## src/rtl/core/slc_pkg.sv

```systemverilog
// Shared types and constants for the source line classifier.
package slc_pkg;

    // Default widths of the line counters and the line totals
    localparam int TOTAL_WIDTH_DEF      = 32;
    localparam int LINE_COUNT_WIDTH_DEF = 16;
    // Width of each result field on the ports
    localparam int OUT_WIDTH            = 32;
    // Depth of the queue between front and back
    localparam int QUEUE_DEPTH          = 4;

    // Character codes the decoder looks for
    localparam logic [7:0] CH_NUL   = 8'h00;
    localparam logic [7:0] CH_TAB   = 8'h09;
    localparam logic [7:0] CH_NL    = 8'h0A;
    localparam logic [7:0] CH_CR    = 8'h0D;
    localparam logic [7:0] CH_SP    = 8'h20;
    localparam logic [7:0] CH_STAR  = 8'h2A;
    localparam logic [7:0] CH_SLASH = 8'h2F;

    // Byte class produced by the front
    typedef enum logic [2:0] {
        CLS_WS,
        CLS_NL,
        CLS_SLASH,
        CLS_STAR,
        CLS_OTHER
    } t_cls;

    // What the previous byte was, as far as the comment logic cares
    typedef enum logic [1:0] {
        PREV_NONE,
        PREV_SLASH,
        PREV_STAR,
        PREV_NL
    } t_prev;

    // One classified beat in the queue
    typedef struct packed {
        t_cls cls;
        logic fin;
    } t_beat;

    // Queue status seen by the back
    typedef struct packed {
        logic  empty;
        t_beat head;
    } t_qstat;

endpackage

```

## src/rtl/core/slc_front.sv

```systemverilog
// Front: accepts text bytes and reduces each to a byte class.
module slc_front (
    input  logic               i_push,
    input  logic               i_full,
    input  logic [7:0]         i_text_byte,
    input  logic               i_final_byte,
    output logic               o_wr,
    output slc_pkg::t_beat     o_beat
);

    slc_pkg::t_cls cls;

    // Byte decoder
    always_comb begin
        unique case (i_text_byte) inside
            slc_pkg::CH_SP, slc_pkg::CH_TAB, slc_pkg::CH_CR, slc_pkg::CH_NUL: begin
                cls = slc_pkg::CLS_WS;
            end
            slc_pkg::CH_NL:    cls = slc_pkg::CLS_NL;
            slc_pkg::CH_SLASH: cls = slc_pkg::CLS_SLASH;
            slc_pkg::CH_STAR:  cls = slc_pkg::CLS_STAR;
            default:           cls = slc_pkg::CLS_OTHER;
        endcase
    end

    // Accept a beat whenever the queue has room
    assign o_wr       = i_push && !i_full;
    assign o_beat.cls = cls;
    assign o_beat.fin = i_final_byte;

endmodule

```

## src/rtl/core/slc_queue.sv

```systemverilog
// Short queue of classified beats between front and back.
module slc_queue (
    input  logic               i_clk,
    input  logic               i_rst_n,
    input  logic               i_wr,
    input  slc_pkg::t_beat     i_beat,
    input  logic               i_rd,
    output logic               o_full,
    output slc_pkg::t_qstat    o_stat
);

    localparam int DEPTH = slc_pkg::QUEUE_DEPTH;
    localparam int PW    = (DEPTH > 1) ? $clog2(DEPTH) : 1;
    localparam int CW    = $clog2(DEPTH + 1);

    slc_pkg::t_beat r_mem [DEPTH];
    logic [PW-1:0]  r_wp, n_wp;
    logic [PW-1:0]  r_rp, n_rp;
    logic [CW-1:0]  r_cnt, n_cnt;

    // Pointer and fill count update
    always_comb begin
        n_wp  = r_wp;
        n_rp  = r_rp;
        n_cnt = r_cnt;
        if (i_wr) begin
            n_wp = (r_wp == PW'(DEPTH - 1)) ? '0 : PW'(r_wp + 1'b1);
        end
        if (i_rd) begin
            n_rp = (r_rp == PW'(DEPTH - 1)) ? '0 : PW'(r_rp + 1'b1);
        end
        case ({i_wr, i_rd})
            2'b10:   n_cnt = CW'(r_cnt + 1'b1);
            2'b01:   n_cnt = CW'(r_cnt - 1'b1);
            default: n_cnt = r_cnt;
        endcase
    end

    always_ff @(posedge i_clk) begin
        if (!i_rst_n) begin
            r_wp  <= '0;
            r_rp  <= '0;
            r_cnt <= '0;
        end else begin
            r_wp  <= n_wp;
            r_rp  <= n_rp;
            r_cnt <= n_cnt;
        end
    end

    // Storage, no reset needed
    always_ff @(posedge i_clk) begin
        if (i_wr) begin
            r_mem[r_wp] <= i_beat;
        end
    end

    assign o_full       = (r_cnt == CW'(DEPTH));
    assign o_stat.empty = (r_cnt == '0);
    assign o_stat.head  = r_mem[r_rp];

endmodule

```

## src/rtl/core/slc_back.sv

```systemverilog
// Back: per-line state, line totals and the result register.
module slc_back #(
    parameter int TOTAL_WIDTH      = slc_pkg::TOTAL_WIDTH_DEF,
    parameter int LINE_COUNT_WIDTH = slc_pkg::LINE_COUNT_WIDTH_DEF
) (
    input  logic                          i_clk,
    input  logic                          i_rst_n,
    input  slc_pkg::t_qstat               i_stat,
    output logic                          o_rd,
    input  logic                          i_pop,
    output logic                          o_empty,
    output logic [slc_pkg::OUT_WIDTH-1:0] o_code_lines,
    output logic [slc_pkg::OUT_WIDTH-1:0] o_empty_lines,
    output logic [slc_pkg::OUT_WIDTH-1:0] o_comment_lines
);

    localparam int TW = TOTAL_WIDTH;
    localparam int LW = LINE_COUNT_WIDTH;
    localparam int OW = slc_pkg::OUT_WIDTH;

    // Line state
    logic [LW-1:0]  r_code_cnt, n_code_cnt, s_code_cnt;
    logic [LW-1:0]  r_vis_cnt, n_vis_cnt, s_vis_cnt;
    logic           r_in_lc, n_in_lc, s_in_lc;
    logic           r_in_bc, n_in_bc, s_in_bc;
    logic           r_touched, n_touched, s_touched;
    slc_pkg::t_prev r_prev, n_prev, s_prev;
    // Totals
    logic [TW-1:0]  r_code_tot, n_code_tot, t_code_tot;
    logic [TW-1:0]  r_empty_tot, n_empty_tot, t_empty_tot;
    logic [TW-1:0]  r_cmt_tot, n_cmt_tot, t_cmt_tot;
    // Result register
    logic           r_out_valid, n_out_valid;
    logic [OW-1:0]  r_out_code, r_out_empty, r_out_cmt;

    logic           take;
    logic           outside;
    logic           fin;
    slc_pkg::t_cls  cls;
    logic [LW-1:0]  code_inc, code_dec, vis_inc;
    logic           do_cls;
    logic [LW-1:0]  c_code, c_vis;
    logic           c_touch;

    assign cls     = i_stat.head.cls;
    assign fin     = i_stat.head.fin;
    // A final beat waits only while the result register holds an unpopped result
    assign take    = !i_stat.empty && (!fin || !r_out_valid || i_pop);
    assign o_rd    = take;
    assign outside = !r_in_lc && !r_in_bc;

    // Saturating line count steps
    assign code_inc = (r_code_cnt == '1) ? r_code_cnt : LW'(r_code_cnt + 1'b1);
    assign code_dec = (r_code_cnt == '0) ? r_code_cnt : LW'(r_code_cnt - 1'b1);
    assign vis_inc  = (r_vis_cnt == '1) ? r_vis_cnt : LW'(r_vis_cnt + 1'b1);

    // Per-byte step of the line state
    always_comb begin
        s_code_cnt = r_code_cnt;
        s_vis_cnt  = r_vis_cnt;
        s_in_lc    = r_in_lc;
        s_in_bc    = r_in_bc;
        s_touched  = r_touched;
        s_prev     = r_prev;
        unique case (cls)
            slc_pkg::CLS_WS: begin
                s_prev = slc_pkg::PREV_NONE;
            end
            slc_pkg::CLS_NL: begin
                s_code_cnt = '0;
                s_vis_cnt  = '0;
                s_in_lc    = 1'b0;
                s_touched  = r_in_bc;
                s_prev     = slc_pkg::PREV_NL;
            end
            slc_pkg::CLS_SLASH: begin
                s_vis_cnt = vis_inc;
                if (outside) begin
                    if (r_prev == slc_pkg::PREV_SLASH) begin
                        s_code_cnt = code_dec;
                        s_in_lc    = 1'b1;
                        s_touched  = 1'b1;
                        s_prev     = slc_pkg::PREV_NONE;
                    end else begin
                        s_code_cnt = code_inc;
                        s_prev     = slc_pkg::PREV_SLASH;
                    end
                end else if (r_in_bc) begin
                    if (r_prev == slc_pkg::PREV_STAR) begin
                        s_in_bc = 1'b0;
                        s_prev  = slc_pkg::PREV_NONE;
                    end else begin
                        s_prev  = slc_pkg::PREV_SLASH;
                    end
                end
            end
            slc_pkg::CLS_STAR: begin
                s_vis_cnt = vis_inc;
                if (outside && r_prev == slc_pkg::PREV_SLASH) begin
                    s_code_cnt = code_dec;
                    s_in_bc    = 1'b1;
                    s_touched  = 1'b1;
                    s_prev     = slc_pkg::PREV_NONE;
                end else begin
                    if (outside) begin
                        s_code_cnt = code_inc;
                    end
                    s_prev = slc_pkg::PREV_STAR;
                end
            end
            default: begin
                if (outside) begin
                    s_code_cnt = code_inc;
                end
                s_vis_cnt = vis_inc;
                s_prev    = slc_pkg::PREV_NONE;
            end
        endcase
    end

    // Line classification: a newline classifies the line before the step,
    // a final byte classifies the open line after the step
    always_comb begin
        if (cls == slc_pkg::CLS_NL) begin
            c_code  = r_code_cnt;
            c_vis   = r_vis_cnt;
            c_touch = r_touched;
        end else begin
            c_code  = s_code_cnt;
            c_vis   = s_vis_cnt;
            c_touch = s_touched;
        end
        do_cls = take && (cls == slc_pkg::CLS_NL || (fin && s_prev != slc_pkg::PREV_NL));

        t_code_tot  = r_code_tot;
        t_empty_tot = r_empty_tot;
        t_cmt_tot   = r_cmt_tot;
        if (do_cls) begin
            if (c_vis <= LW'(1) && r_empty_tot != '1) begin
                t_empty_tot = TW'(r_empty_tot + 1'b1);
            end
            if (c_code > LW'(1) && r_code_tot != '1) begin
                t_code_tot = TW'(r_code_tot + 1'b1);
            end
            if (c_code <= LW'(1) && c_touch && r_cmt_tot != '1) begin
                t_cmt_tot = TW'(r_cmt_tot + 1'b1);
            end
        end
    end

    // Next state: hold, step, or clear everything after a final byte
    always_comb begin
        n_code_cnt  = r_code_cnt;
        n_vis_cnt   = r_vis_cnt;
        n_in_lc     = r_in_lc;
        n_in_bc     = r_in_bc;
        n_touched   = r_touched;
        n_prev      = r_prev;
        n_code_tot  = r_code_tot;
        n_empty_tot = r_empty_tot;
        n_cmt_tot   = r_cmt_tot;
        n_out_valid = r_out_valid && !i_pop;
        if (take) begin
            if (fin) begin
                n_code_cnt  = '0;
                n_vis_cnt   = '0;
                n_in_lc     = 1'b0;
                n_in_bc     = 1'b0;
                n_touched   = 1'b0;
                n_prev      = slc_pkg::PREV_NONE;
                n_code_tot  = '0;
                n_empty_tot = '0;
                n_cmt_tot   = '0;
                n_out_valid = 1'b1;
            end else begin
                n_code_cnt  = s_code_cnt;
                n_vis_cnt   = s_vis_cnt;
                n_in_lc     = s_in_lc;
                n_in_bc     = s_in_bc;
                n_touched   = s_touched;
                n_prev      = s_prev;
                n_code_tot  = t_code_tot;
                n_empty_tot = t_empty_tot;
                n_cmt_tot   = t_cmt_tot;
            end
        end
    end

    always_ff @(posedge i_clk) begin
        if (!i_rst_n) begin
            r_code_cnt  <= '0;
            r_vis_cnt   <= '0;
            r_in_lc     <= 1'b0;
            r_in_bc     <= 1'b0;
            r_touched   <= 1'b0;
            r_prev      <= slc_pkg::PREV_NONE;
            r_code_tot  <= '0;
            r_empty_tot <= '0;
            r_cmt_tot   <= '0;
            r_out_valid <= 1'b0;
        end else begin
            r_code_cnt  <= n_code_cnt;
            r_vis_cnt   <= n_vis_cnt;
            r_in_lc     <= n_in_lc;
            r_in_bc     <= n_in_bc;
            r_touched   <= n_touched;
            r_prev      <= n_prev;
            r_code_tot  <= n_code_tot;
            r_empty_tot <= n_empty_tot;
            r_cmt_tot   <= n_cmt_tot;
            r_out_valid <= n_out_valid;
        end
    end

    // Result payload, loaded on a final beat
    always_ff @(posedge i_clk) begin
        if (take && fin) begin
            r_out_code  <= OW'(t_code_tot);
            r_out_empty <= OW'(t_empty_tot);
            r_out_cmt   <= OW'(t_cmt_tot);
        end
    end

    assign o_empty         = !r_out_valid;
    assign o_code_lines    = r_out_code;
    assign o_empty_lines   = r_out_empty;
    assign o_comment_lines = r_out_cmt;

endmodule

```

## src/rtl/core/source_line_classifier_top.sv

```systemverilog
// Source line classifier: top level with front, beat queue and back.
// Takes one text byte per cycle while the queue has room and counts code,
// blank and comment-only lines; the byte flagged final closes the text, and one
// beat carrying the three totals then appears on the result side, after which
// all counts restart from zero. The back takes one byte per clock unless a final
// byte waits on an unpopped result. Bytes reach the back through the queue;
// the totals show up the cycle after the final byte is processed.
// The front and back are separated by a four-beat queue, so bytes keep being
// accepted while a result waits; a final byte waits in the queue until the
// previous result has been popped. Totals and per-line counts saturate.
module source_line_classifier_top #(
    parameter int TOTAL_WIDTH      = slc_pkg::TOTAL_WIDTH_DEF,
    parameter int LINE_COUNT_WIDTH = slc_pkg::LINE_COUNT_WIDTH_DEF
) (
    input  logic                          i_clk,
    input  logic                          i_rst_n,
    input  logic                          push,
    output logic                          full,
    input  logic [7:0]                    i_text_byte,
    input  logic                          i_final_byte,
    output logic                          empty,
    input  logic                          pop,
    output logic [slc_pkg::OUT_WIDTH-1:0] o_code_lines,
    output logic [slc_pkg::OUT_WIDTH-1:0] o_empty_lines,
    output logic [slc_pkg::OUT_WIDTH-1:0] o_comment_lines
);

    logic            wr;
    logic            rd;
    slc_pkg::t_beat  beat;
    slc_pkg::t_qstat qstat;

    // Front: byte decode
    slc_front u_front (
        .i_push       (push),
        .i_full       (full),
        .i_text_byte  (i_text_byte),
        .i_final_byte (i_final_byte),
        .o_wr         (wr),
        .o_beat       (beat)
    );

    // Beat queue
    slc_queue u_queue (
        .i_clk   (i_clk),
        .i_rst_n (i_rst_n),
        .i_wr    (wr),
        .i_beat  (beat),
        .i_rd    (rd),
        .o_full  (full),
        .o_stat  (qstat)
    );

    // Back: line state and totals
    slc_back #(
        .TOTAL_WIDTH      (TOTAL_WIDTH),
        .LINE_COUNT_WIDTH (LINE_COUNT_WIDTH)
    ) u_back (
        .i_clk           (i_clk),
        .i_rst_n         (i_rst_n),
        .i_stat          (qstat),
        .o_rd            (rd),
        .i_pop           (pop),
        .o_empty         (empty),
        .o_code_lines    (o_code_lines),
        .o_empty_lines   (o_empty_lines),
        .o_comment_lines (o_comment_lines)
    );

`ifndef SYNTHESIS
    // Nothing waits on either side right after reset
    a_reset_clear: assert property (@(posedge i_clk)
        !i_rst_n |=> (empty && !full))
        else $error("queue or result not clear after reset");

    // The back stalls only on a final beat blocked by an unpopped result
    a_stall_cause: assert property (@(posedge i_clk) disable iff (!i_rst_n)
        (!qstat.empty && !rd) |-> (qstat.head.fin && !empty && !pop))
        else $error("back stalled without cause");

    // A full queue always has a beat at its head
    a_full_nonempty: assert property (@(posedge i_clk) disable iff (!i_rst_n)
        full |-> !qstat.empty)
        else $error("queue full and empty at once");

    // A result appears only after a final beat was taken by the back
    a_result_source: assert property (@(posedge i_clk) disable iff (!i_rst_n)
        $fell(empty) |-> $past(rd && qstat.head.fin))
        else $error("result without final beat");
`endif

endmodule

```

## config.mk

```make
export PLATFORM = sky130hd
export DESIGN_NAME = source_line_classifier_top
export DESIGN_NICKNAME = d
export VERILOG_FILES = /design/src/rtl/core/slc_pkg.sv /design/src/rtl/core/slc_front.sv /design/src/rtl/core/slc_queue.sv /design/src/rtl/core/slc_back.sv /design/src/rtl/core/source_line_classifier_top.sv
export SDC_FILE = /design/constraint.sdc
export NUM_CORES = 1
export LEC_CHECK = 0
export ABC_AREA = 1
export BUFFER_PORTS_ARGS = -buffer_cell sky130_fd_sc_hd__buf_2
export CORE_MARGIN = 5
export CORE_UTILIZATION = 57
export DETAILED_ROUTE_END_ITERATION = 7
export PLACE_DENSITY_LB_ADDON = 0.12
export SYNTH_ARGS = -nofsm -noshare
export SYNTH_HDL_FRONTEND = slang
export SYNTH_HIERARCHICAL = 1
export SYNTH_SLANG_ARGS = --single-unit
```

## constraint.sdc

```tcl
create_clock -name i_clk -period 9.3 [get_ports i_clk]
set_input_delay 0.465 -clock i_clk [delete_from_list [all_inputs] [get_ports i_clk]]
set_output_delay 0.465 -clock i_clk [all_outputs]
set_load 0.03 [all_outputs]
```

==> key figures, run 1 <==
Synth
  • Sequential area share after synthesis: 39.4%
  • Top post-synthesis cells by area: edfxtp_1 (21%), dfxtp_1 (18%), nand2_1 (16%)
  • XOR/XNOR Fraction of Synth Area: 2.92%
  • Adder-Cell Fraction of Synth Area: 1.16%
  • Synth Area in Simple Gates: 38.2%
  • Post-Synthesis Cells: 2262
  • Syn Area/Cell: 6.98 um^2
  • Syn nets: 2289
  • Cell accounting for the most synthesized area: edfxtp_1
  • Ys async rst share: 0%
  • Multiplexer share of the synthesized area: 0%
  • Most common cell in the netlist: nand2_1
  • Largest family of logic cells by synthesized area: simple AND/OR/NAND/NOR gates
  • Synthesized cell area: 15800 um^2
  • Synth top area share: 21.3%
  • Post-synth EDFFs: 112
  • YS warnings: 6
  • Post-synthesis register bit count: 255
  • Library cells used by synthesis: 59
  • Most frequent cells after synthesis: nand2_1 (677), nand3_1 (203), nor2_1 (203)
  • Ys flop type: dfxtp_1
  • Complex-gate fraction of the synthesized area: 9.78%

CTS
  • CTS Sinks: 255
  • Postcts setup bufs: 0
  • Htree depth: 1
  • Worst-Skew Late Latency: 0.56 ns
  • Hold-fix buffers at CTS: 0
  • Root buffer cell: clkbuf_16
  • CTS max path bufs: 3
  • PostCTS Resize Cnt: 0
  • Reg clk slew, reported paths: 0.06 ns
  • CTS tree: done
  • Number of CTS-inserted buffers: 28

Min path
  • Hold WC Path Type: in2reg

Finish
  • Fillers: 2498
  • Area Growth Syn to Fin: 9.77%
  • Inserted Diodes: 0
  • Post-layout util: 62.9%
  • Finished Layout Cells: 2714
  • Layout Nets: 2341
  • Layout cell share with drive strength beyond 1: 11.1%

Route
  • Vias: 15200
  • Post-route ant nets: 0
  • Detailed Route WL: 42700 um
  • DR iter-0 viols: 1297
  • First-pass iteration count of the detailed router: 7
  • Avg WL per Cell: 15.7 um
  • Vias per inst: 5.62
  • Post-route DRC: 0

STA
  • RSZ-0062 raised after global routing: no
  • Final Hold Viols: 0
  • Final setup viols: 0
  • TNS Setup: 0 ns
  • Measured slew at the worst slew-check pin: 1.00 ns
  • Final worst path period need: 4.89 ns
  • Slew headroom: 33.0%
  • Slew Viols, Final: 0
  • Period Utilization, post-route: 52.6%
  • Fmax: 204 MHz
  • Final Skew: 0.0306 ns

Setup path
  • Endpoint class of the critical path: flop
  • FF-to-FF setup slack: 4.41 ns
  • Critical path class: reg2reg
  • Startpoint types: flop
  • Worst Path Required: 9.62 ns
  • Worst EP arrival: 5.21 ns
  • Critical path fanouts, max: 85

Global route
  • Largest net degree at the start of global routing: 86
  • Number of global-route vias before repair: 13800
  • Grt total ovfl: 0
  • GRT Resource Usage Total: 26.5%
  • Initial antenna violation count: 0
  • First-pass GRT wire length: 69300 um

Pwr
  • Peak supply drop: 0.000200 V
  • Pleak: 6.81 nW
  • PwrDens: 353 nW/um^2

Place
  • Routability congestion estimate: 1.01
  • I/O Buffers: 110
  • HPWL Detailed: 29900 um
  • Inst Count DP: 2662

Floorplan
  • Io pins: 111
  • Die height: 176 um
  • Die Footprint: 31100 um^2
  • Rows: 61
  • Initial Utilization: 57.3%
  • Core Box Area: 27600 um^2
  • Die X: 176 um

Job
  • Max-Cap Viols: 0

Run status
  • Run status: completed
-- path summary, 6_finish.rpt --
| path | from | cells after the start | endpoint |
|---|---|---|---|
| max | flop | 18 | u_back/o_code_lines[4] |
| min | i_final_byte | 1 | u_queue/r_mem[1][0] |
| max reg2reg | flop | 18 | u_back/o_code_lines[4] |
| min reg2reg | u_back/r_touched | 2 | u_back/r_touched |
-- cell type report --
class | instances | area (um^2) | share of cell area [%]
multi-input cells | 1684 | 8230 | 47.5
inverters | 224 | 850 | 4.90
repair buffers | 121 | 633 | 3.65
well taps | 378 | 473 | 2.73
clock inverters | 17 | 158 | 0.909
flip-flops and latches | 255 | 6230 | 35.9
clock buffers | 35 | 768 | 4.43
-- where the power goes --
part           internal (W)  leakage [nW]  switching (W)
logic              0.000864          4.13        0.00238
registers           0.00157          2.23       0.000217
clock network      0.000642         0.448       0.000453
total               0.00307          6.81        0.00305
-- logic make-up after synthesis --
| logic type | after synthesis |
|---|---|
| AO/OA/AOI/OAI | 288 |
| XOR/XNOR | 50 |
| adder cells (fa/ha/maj) | 14 |
| buffers and inverters | 323 |
| flip-flops | 255 |
| AND/OR/NAND/NOR | 1332 |
-- state kept, by name, indices dropped and copies added, names as in the netlist, named ones only --
| register | cells |
|---|---|
| u_back/r_cmt_tot | 32 |
| u_back/r_in_bc | 1 |
| u_back/r_prev | 2 |
| u_back/r_in_lc | 1 |
| u_back/r_out_valid | 1 |
| u_back/r_empty_tot | 32 |
| u_back/r_touched | 1 |
| u_back/r_code_tot | 32 |
| u_back/o_code_lines | 32 |
| u_queue/r_rp | 2 |
| u_back/o_empty_lines | 32 |
| u_back/r_code_cnt | 16 |
| u_queue/r_mem | 16 |
| u_queue/r_cnt | 3 |
| u_queue/r_wp | 2 |
| u_back/r_vis_cnt | 16 |
| u_back/o_comment_lines | 32 |
-- stage by stage --
stage	setup WS (ns)	total power, W	hold slack, ns	area [um^2]
floorplan	4.54	0.00429	0.451	15800
global placement	4.66	0.00497	0.466	16400
detailed placement	4.46	0.00502	0.468	16400
CTS	4.47	0.00612	0.129	17300
global route	3.96	0.00656	0.139	17300
finish	4.41	0.00612	0.149	17300
-- placed cells by master, fill, tap and decap left out, types with 5 or more instances in the layout --
cell,count
o21ai_1,27
clkinv_2,7
nor2_1,202
xor2_1,41
ha_1,13
nand2_1,677
o21bai_1,7
nor2_2,17
nand2_4,5
nor2_4,10
buf_4,11
o21ai_0,41
nand3b_1,28
dfxtp_1,143
nand2_2,13
a21boi_1,6
inv_2,19
clkbuf_16,29
nor4_1,20
inv_1,200
edfxtp_1,112
nand3_1,203
nor3_1,51
a21oi_1,178
o22ai_1,12
buf_2,110
nand3_2,5
and2_1,23
nand4_1,63
xnor2_1,6
-- layer usage --
| layer | up-vias | global-route usage (%) | share of wire (%) |
|---|---|---|---|
| li1 | 7576 | - | - |
| met1 | 7037 | 37.2 | 46 |
| met2 | 549 | 44.2 | 45 |
| met3 | 79 | 3.08 | 6.0 |
| met4 | 0 | 6.22 | 2.3 |
| met5 | - | 0 | 0 |
-- critical path, cell delays in order (launching register included) --
cell     delay (ns)
dfxtp_1        0.46
inv_2          0.12
o21ai_0        0.24
o22ai_1        0.24
nor2_1         0.27
inv_2          0.11
nor2_2         0.77
inv_2          0.39
nand3_1        0.23
nand2_1        0.08
a22oi_2        0.11
buf_4          0.37
inv_2          0.06
buf_4          0.39
nand3_2        0.36
inv_2          0.17
nand2_1        0.08
nand2_1        0.06
and2_1         0.13
Note: power is estimated with default switching activity, not from simulation.
==> run 2: changes to the inputs <==
- ABC_AREA: 1 -> 0
- CORE_UTILIZATION: 57 -> 55
- clock period: 9.3 -> 4 ns (I/O delays scaled with it)
==> run 2 against run 1 <==
Sequential cell count unchanged. First-iteration DRC count up 8.4%. Fmax up 26%. Clock power up 140%. Worst hold slack worse by 0.097 ns. Largest power group unchanged. Clock skew down 0.022 ns. Routed wire length down 2.7%. Non-clock buffer count up 165. Register-to-register slack worse by 4.3 ns. Core utilization up 4.9 points.
==> key figures, run 2 <==
Run status
  • Run status: completed

Global route
  • Initial antenna violation count: 0
  • Number of global-route vias before repair: 12200
  • Largest net degree at the start of global routing: 94
  • Grt total ovfl: 0
  • First-pass GRT wire length: 65500 um
  • GRT Resource Usage Total: 27.8%

Finish
  • Inserted Diodes: 0
  • FF/Latch Area: 6230 um^2
  • Area taken by multi-input logic gates: 7310 um^2
  • Fillers: 2004
  • Layout Nets: 1776
  • Most common cell after layout, fill and taps aside: buf_4
  • Layout cell share with drive strength beyond 1: 22.1%
  • Most frequent cells in the layout: buf_4 (163), nand2_1 (152), dfxtp_1 (140)
  • Area Growth Syn to Fin: 22.2%

Setup path
  • Endpoint class of the critical path: flop
  • Critical path fanouts, max: 9
  • Crit. Startpoint: u_back/r_code_cnt[4]
  • Critical path class: reg2reg
  • Worst r2r src: u_back/r_code_cnt[4]
  • Worst Path Required: 4.44 ns
  • FF-to-FF setup slack: 0.11 ns
  • Startpoint types: flop
  • Worst EP arrival: 4.34 ns

Route
  • Vias per inst: 6.26
  • Avg WL per Cell: 19.8 um
  • Vias: 13100
  • DR iter-0 viols: 1406
  • First-pass iteration count of the detailed router: 8
  • Detailed Route WL: 41500 um
  • Post-route DRC: 0
  • Post-route ant nets: 0

CTS
  • Number of CTS-inserted buffers: 27
  • Htree depth: 1
  • CTS max path bufs: 3
  • CTS tree: done
  • Root buffer cell: clkbuf_16
  • Worst-Skew Late Latency: 0.52 ns
  • CTS Sinks: 255
  • Reg clk slew, reported paths: 0.06 ns

Pwr
  • Pleak: 6.57 nW
  • Peak supply drop: 0.000610 V
  • PwrDens: 600 nW/um^2

Synth
  • Syn nets: 1567
  • Post-synthesis register bit count: 255
  • Top post-synthesis cells by area: edfxtp_1 (24%), dfxtp_1 (21%), xnor2_1 (4.5%)
  • Library cells used by synthesis: 81
  • Synthesized cell area: 13900 um^2
  • Sequential area share after synthesis: 44.6%
  • Most frequent cells after synthesis: nand2_1 (154), dfxtp_1 (143), edfxtp_1 (112)
  • Synth top area share: 24.1%
  • Post-Synthesis Cells: 1540
  • Syn Area/Cell: 9.06 um^2
  • Most common cell in the netlist: nand2_1
  • Ys flop type: dfxtp_1
  • Post-synth EDFFs: 112
  • Cell accounting for the most synthesized area: edfxtp_1
  • Ys async rst share: 0%
  • YS warnings: 6

Min path
  • Hold WC Path Type: in2reg
  • Min-delay src: pop

STA
  • Period Utilization, post-route: 97.3%
  • TNS Setup: 0 ns
  • Final worst path period need: 3.89 ns
  • RSZ-0062 raised after global routing: yes
  • Slew headroom: 31.3%
  • Measured slew at the worst slew-check pin: 1.03 ns
  • Worst hold slack: 0.0521 ns
  • Final setup viols: 0
  • Slew Viols, Final: 0
  • Final Hold Viols: 0
  • Fmax: 257 MHz
  • Final Skew: 0.00886 ns

Floorplan
  • Initial Utilization: 55.5%
  • Io pins: 111
  • Die Footprint: 28600 um^2
  • Rows: 58
  • Die height: 169 um
  • Die X: 169 um
  • Core Box Area: 25100 um^2

Job
  • Max-Cap Viols: 0

Place
  • HPWL Detailed: 29300 um
  • Routability congestion estimate: 1.02
  • I/O Buffers: 110
==> run 2: cell count changes after synthesis, moves of 42 or more <==
| cell | previous run | this run |
|---|---|---|
| a21oi_1 | 178 | 69 |
| and3_1 | 0 | 42 |
| inv_1 | 202 | 41 |
| nand2_1 | 677 | 154 |
| nand3_1 | 203 | 70 |
| nor2_1 | 203 | 89 |
| o21ai_0 | 41 | 94 |
| xnor2_1 | 6 | 72 |
==> run 2: path summary, 6_finish.rpt <==
kind | depth (start not counted) | to
setup / recovery | 11 | u_back/r_code_tot[6]
hold / removal | 3 | u_back/r_out_valid
setup reg to reg | 11 | u_back/r_code_tot[6]
hold reg to reg | 1 | u_back/r_code_tot[30]
==> run 2: repair_timing <==
action,in CTS,in global routing
hold buffers,3,0
endpoints found under the setup margin,66,138
gates resized for setup,6,45
pin swaps,3,9
endpoints found under the hold margin,8,0
buffers inserted,3,9
==> run 2: metrics by stage <==
| step | area (um^2) | setup WS, ns | total power [W] | util, % | instances |
|---|---|---|---|---|---|
| 2_1_floorplan | 14000 | 0.0172 | 0.00588 | - | 1540 |
| 3_3_place_gp | 15800 | -0.192 | 0.00743 | 63.0 | 2035 |
| 3_5_place_dp | 15800 | -0.191 | 0.00746 | 63.0 | 2035 |
| 4_1_cts | 16800 | 0.0233 | 0.0101 | 66.9 | 2090 |
| 5_1_grt | 17000 | -0.0369 | 0.0107 | 67.9 | 2099 |
| 6_report | 17000 | 0.108 | 0.0102 | 67.9 | 2099 |
==> run 2: area by class of cell <==
type	count	area share, %
Multi-Input combinational cell	1137	42.9
Sequential cell	255	36.6
Timing Repair Buffer	286	11.7
Clock buffer	36	4.34
Tap cell	330	2.42
Clock inverter	13	1.12
Inverter	42	0.925
==> run 2: metal layers <==
layer / wire length (um) / track usage [%] / up-vias
met4: 1240 / 8.58 / 0
li1: - / - / 6170
met1: 17900 / 38.5 / 6267
met2: 19400 / 45.8 / 598
met5: 0 / 0 / -
met3: 2980 / 3.49 / 98
==> run 2: power breakdown <==
part / switching (W) / total (W) / internal [W]
registers: 0.000149 / 0.00338 / 0.00323
logic: 0.00283 / 0.00423 / 0.00140
clock network: 0.000998 / 0.00261 / 0.00161
total: 0.00397 / 0.0102 / 0.00625
==> run 2: kinds of logic (layout without fill, tap and decap cells) <==
family	Yosys count	in the layout	share of synthesized area, %
multiplexers	13	13	1.35
buffers and inverters	148	377	4.37
adder cells (fa/ha/maj)	14	14	1.31
AND/OR/NAND/NOR	623	623	23.7
flip-flops	255	255	44.6
AO/OA/AOI/OAI	386	386	18.3
XOR/XNOR	101	101	6.34
==> run 2: worst max-delay path, cell delays in order, from the launching register on <==
cell and delay, ns:
dfxtp_2 0.39, or4_4 0.58, or4_4 0.57, nand3_2 0.11, a21oi_1 0.07, or4_4 0.55, a31oi_2 0.20, and4b_4 0.25
and2_4 0.18, or2_4 0.29, or4_1 0.49, o211ai_1 0.11
==> run 3: changes to the inputs <==
- CORE_MARGIN: 5 -> 2
- PLACE_DENSITY: default -> 0.89
- PLACE_DENSITY_LB_ADDON: 0.12 -> default
==> run 3 against run 2 <==
Global-route usage is 2.3 points higher. Register-to-register slack worse by 0.06 ns. Count of clock-buffer cells in the layout is 1 lower. Sequential power hardly changed. Critical endpoint is now u_back/r_cmt_tot[29]. Largest power group unchanged.
==> key figures, run 3 (same netlist as run 2, synthesis figures left out) <==
Run status
  • Run status: completed

STA
  • Final Hold Viols: 0
  • Slew Viols, Final: 0
  • Final worst path period need: 3.95 ns
  • Period Utilization, post-route: 98.7%
  • Slew headroom: 35.9%
  • Final Skew: 0.0171 ns
  • RSZ-0062 raised after global routing: yes
  • Worst hold slack: 0.0152 ns
  • Fmax: 253 MHz
  • TNS Setup: 0 ns
  • Measured slew at the worst slew-check pin: 0.961 ns
  • Final setup viols: 0

Finish
  • Layout Nets: 1765
  • Most common cell after layout, fill and taps aside: nand2_1
  • Fillers: 1850
  • Most frequent cells in the layout: nand2_1 (153), buf_4 (152), dfxtp_1 (140)
  • Area Growth Syn to Fin: 21.8%
  • Inserted Diodes: 0
  • Finished Layout Cells: 2089
  • Layout cell share with drive strength beyond 1: 22.2%

CTS
  • CTS tree: done
  • Root buffer cell: clkbuf_16
  • Reg clk slew, reported paths: 0.07 ns
  • Worst-Skew Late Latency: 0.56 ns
  • Htree depth: 1
  • Number of CTS-inserted buffers: 27
  • CTS max path bufs: 3
  • CTS Sinks: 255

Floorplan
  • Initial Utilization: 55.7%
  • Die height: 163 um
  • Io pins: 111
  • Rows: 58
  • Die X: 163 um
  • Die Footprint: 26600 um^2
  • Core Box Area: 25000 um^2

Place
  • Routability congestion estimate: 1.03
  • HPWL Detailed: 28200 um
  • Inst Count DP: 2027
  • I/O Buffers: 110

Global route
  • GRT Resource Usage Total: 30.1%
  • First-pass GRT wire length: 65000 um
  • Number of global-route vias before repair: 12600
  • Grt total ovfl: 0
  • Largest net degree at the start of global routing: 97
  • Initial antenna violation count: 0

Route
  • Vias: 13300
  • Vias per inst: 6.37
  • Detailed Route WL: 41700 um
  • Avg WL per Cell: 20.0 um
  • DR iter-0 viols: 1569
  • Post-route DRC: 0
  • First-pass iteration count of the detailed router: 8
  • Post-route ant nets: 0

Pwr
  • PwrDens: 605 nW/um^2
  • Pleak: 6.52 nW
  • Peak supply drop: 0.000495 V

Setup path
  • Delay-heaviest family, CP: simple AND/OR/NAND/NOR gates
  • Crit path largest cell delay: 0.61 ns
  • Critical path class: reg2reg
  • Critical path fanouts, max: 16
  • Endpoint class of the critical path: flop
  • Worst EP arrival: 4.39 ns
  • Critical path buffer and inverter count: 2
  • CP max-delay cell: mux4_2
  • Startpoint types: flop
  • Crit-path cells: mux4_2 > buf_4 > or3b_4 > nand2_1 > o21ai_0 > mux2i_1 > a311oi_2 > a2111oi_2 > and4b_4 > and2_4 > and3_1 > buf_12 > nor2_1 > or3_1
  • Worst Path Required: 4.44 ns

Job
  • Max-Cap Viols: 0

Min path
  • Hold WC Path Type: in2reg
run 3: cell count changes in the layout (fill, tap and decap cells not counted), sizes merged:
cell      change
clkinvlp      +3
clkinv        +1
bufinv        -2
buf          -12
run 3: worst register-to-register path, cell delays in order (launching register included):
cell and delay, ns:
dfxtp_4 0.38, mux4_2 0.61, buf_4 0.19, or3b_4 0.42, nand2_1 0.08, o21ai_0 0.07
mux2i_1 0.24, a311oi_2 0.09, a2111oi_2 0.42, and4b_4 0.32, and2_4 0.22, and3_1 0.23
buf_12 0.16, nor2_1 0.06, or3_1 0.36
run 3: area by class of cell:
| type | count | area, um^2 | share of cell area (%) |
|---|---|---|---|
| Sequential cell | 255 | 6230 | 36.7 |
| Clock buffer | 35 | 757 | 4.46 |
| Inverter | 42 | 158 | 0.928 |
| Timing Repair Buffer | 275 | 1910 | 11.3 |
| Clock inverter | 15 | 170 | 1.00 |
| Tap cell | 330 | 413 | 2.43 |
| Multi-Input combinational cell | 1137 | 7350 | 43.2 |
run 3: what timing repair did:
action                     CTS  global route
pin swaps                    2            18
gates cloned                 0             1
gates resized for setup      9            48
setup endpoints to repair   24           160
hold buffers                 3             0
hold endpoints to repair     8             0
setup buffers                0             8
run 3: path summary, 6_finish.rpt:
| path | startpoint | endpoint | slack [ns] | cells past startpoint |
|---|---|---|---|---|
| worst max-delay path | flop | u_back/r_cmt_tot[29] | 0.05 | 14 |
| worst min register to register | u_back/r_code_tot[30] | u_back/r_code_tot[30] | 0.49 | 1 |
| worst min-delay path | pop | u_back/r_out_valid | 0.02 | 3 |
| worst max register to register | flop | u_back/r_cmt_tot[29] | 0.05 | 14 |
run 3: power breakdown:
group	internal, W	switching [W]	leakage [nW]
Combinational	0.00145	0.00282	3.85
Clock	0.00153	0.00107	0.451
Sequential	0.00324	0.000160	2.22
run 3: layer usage:
metal  GRT usage (%)  wire length [um]  share of wire (%)  up-vias
met3            5.99              3930                9.4      123
met1            39.8             16800                 40     6255
met2            48.9             19600                 47      795
met4            11.6              1370                3.3        0
li1                -                 -                  -     6137
met5               0                 0                  0        -
run 3: stage by stage:
| stage | utilization (%) | power, W | cell area (um^2) | setup slack, ns |
|---|---|---|---|---|
| after floorplan | - | 0.00588 | 14000 | 0.0172 |
| after global placement | 62.8 | 0.00732 | 15700 | -0.132 |
| after global routing | 67.9 | 0.0107 | 17000 | -0.113 |
| final | 67.9 | 0.0103 | 17000 | 0.0503 |
| after CTS | 66.7 | 0.0100 | 16700 | 0.00722 |
| after detailed placement | 62.8 | 0.00741 | 15700 | -0.121 |
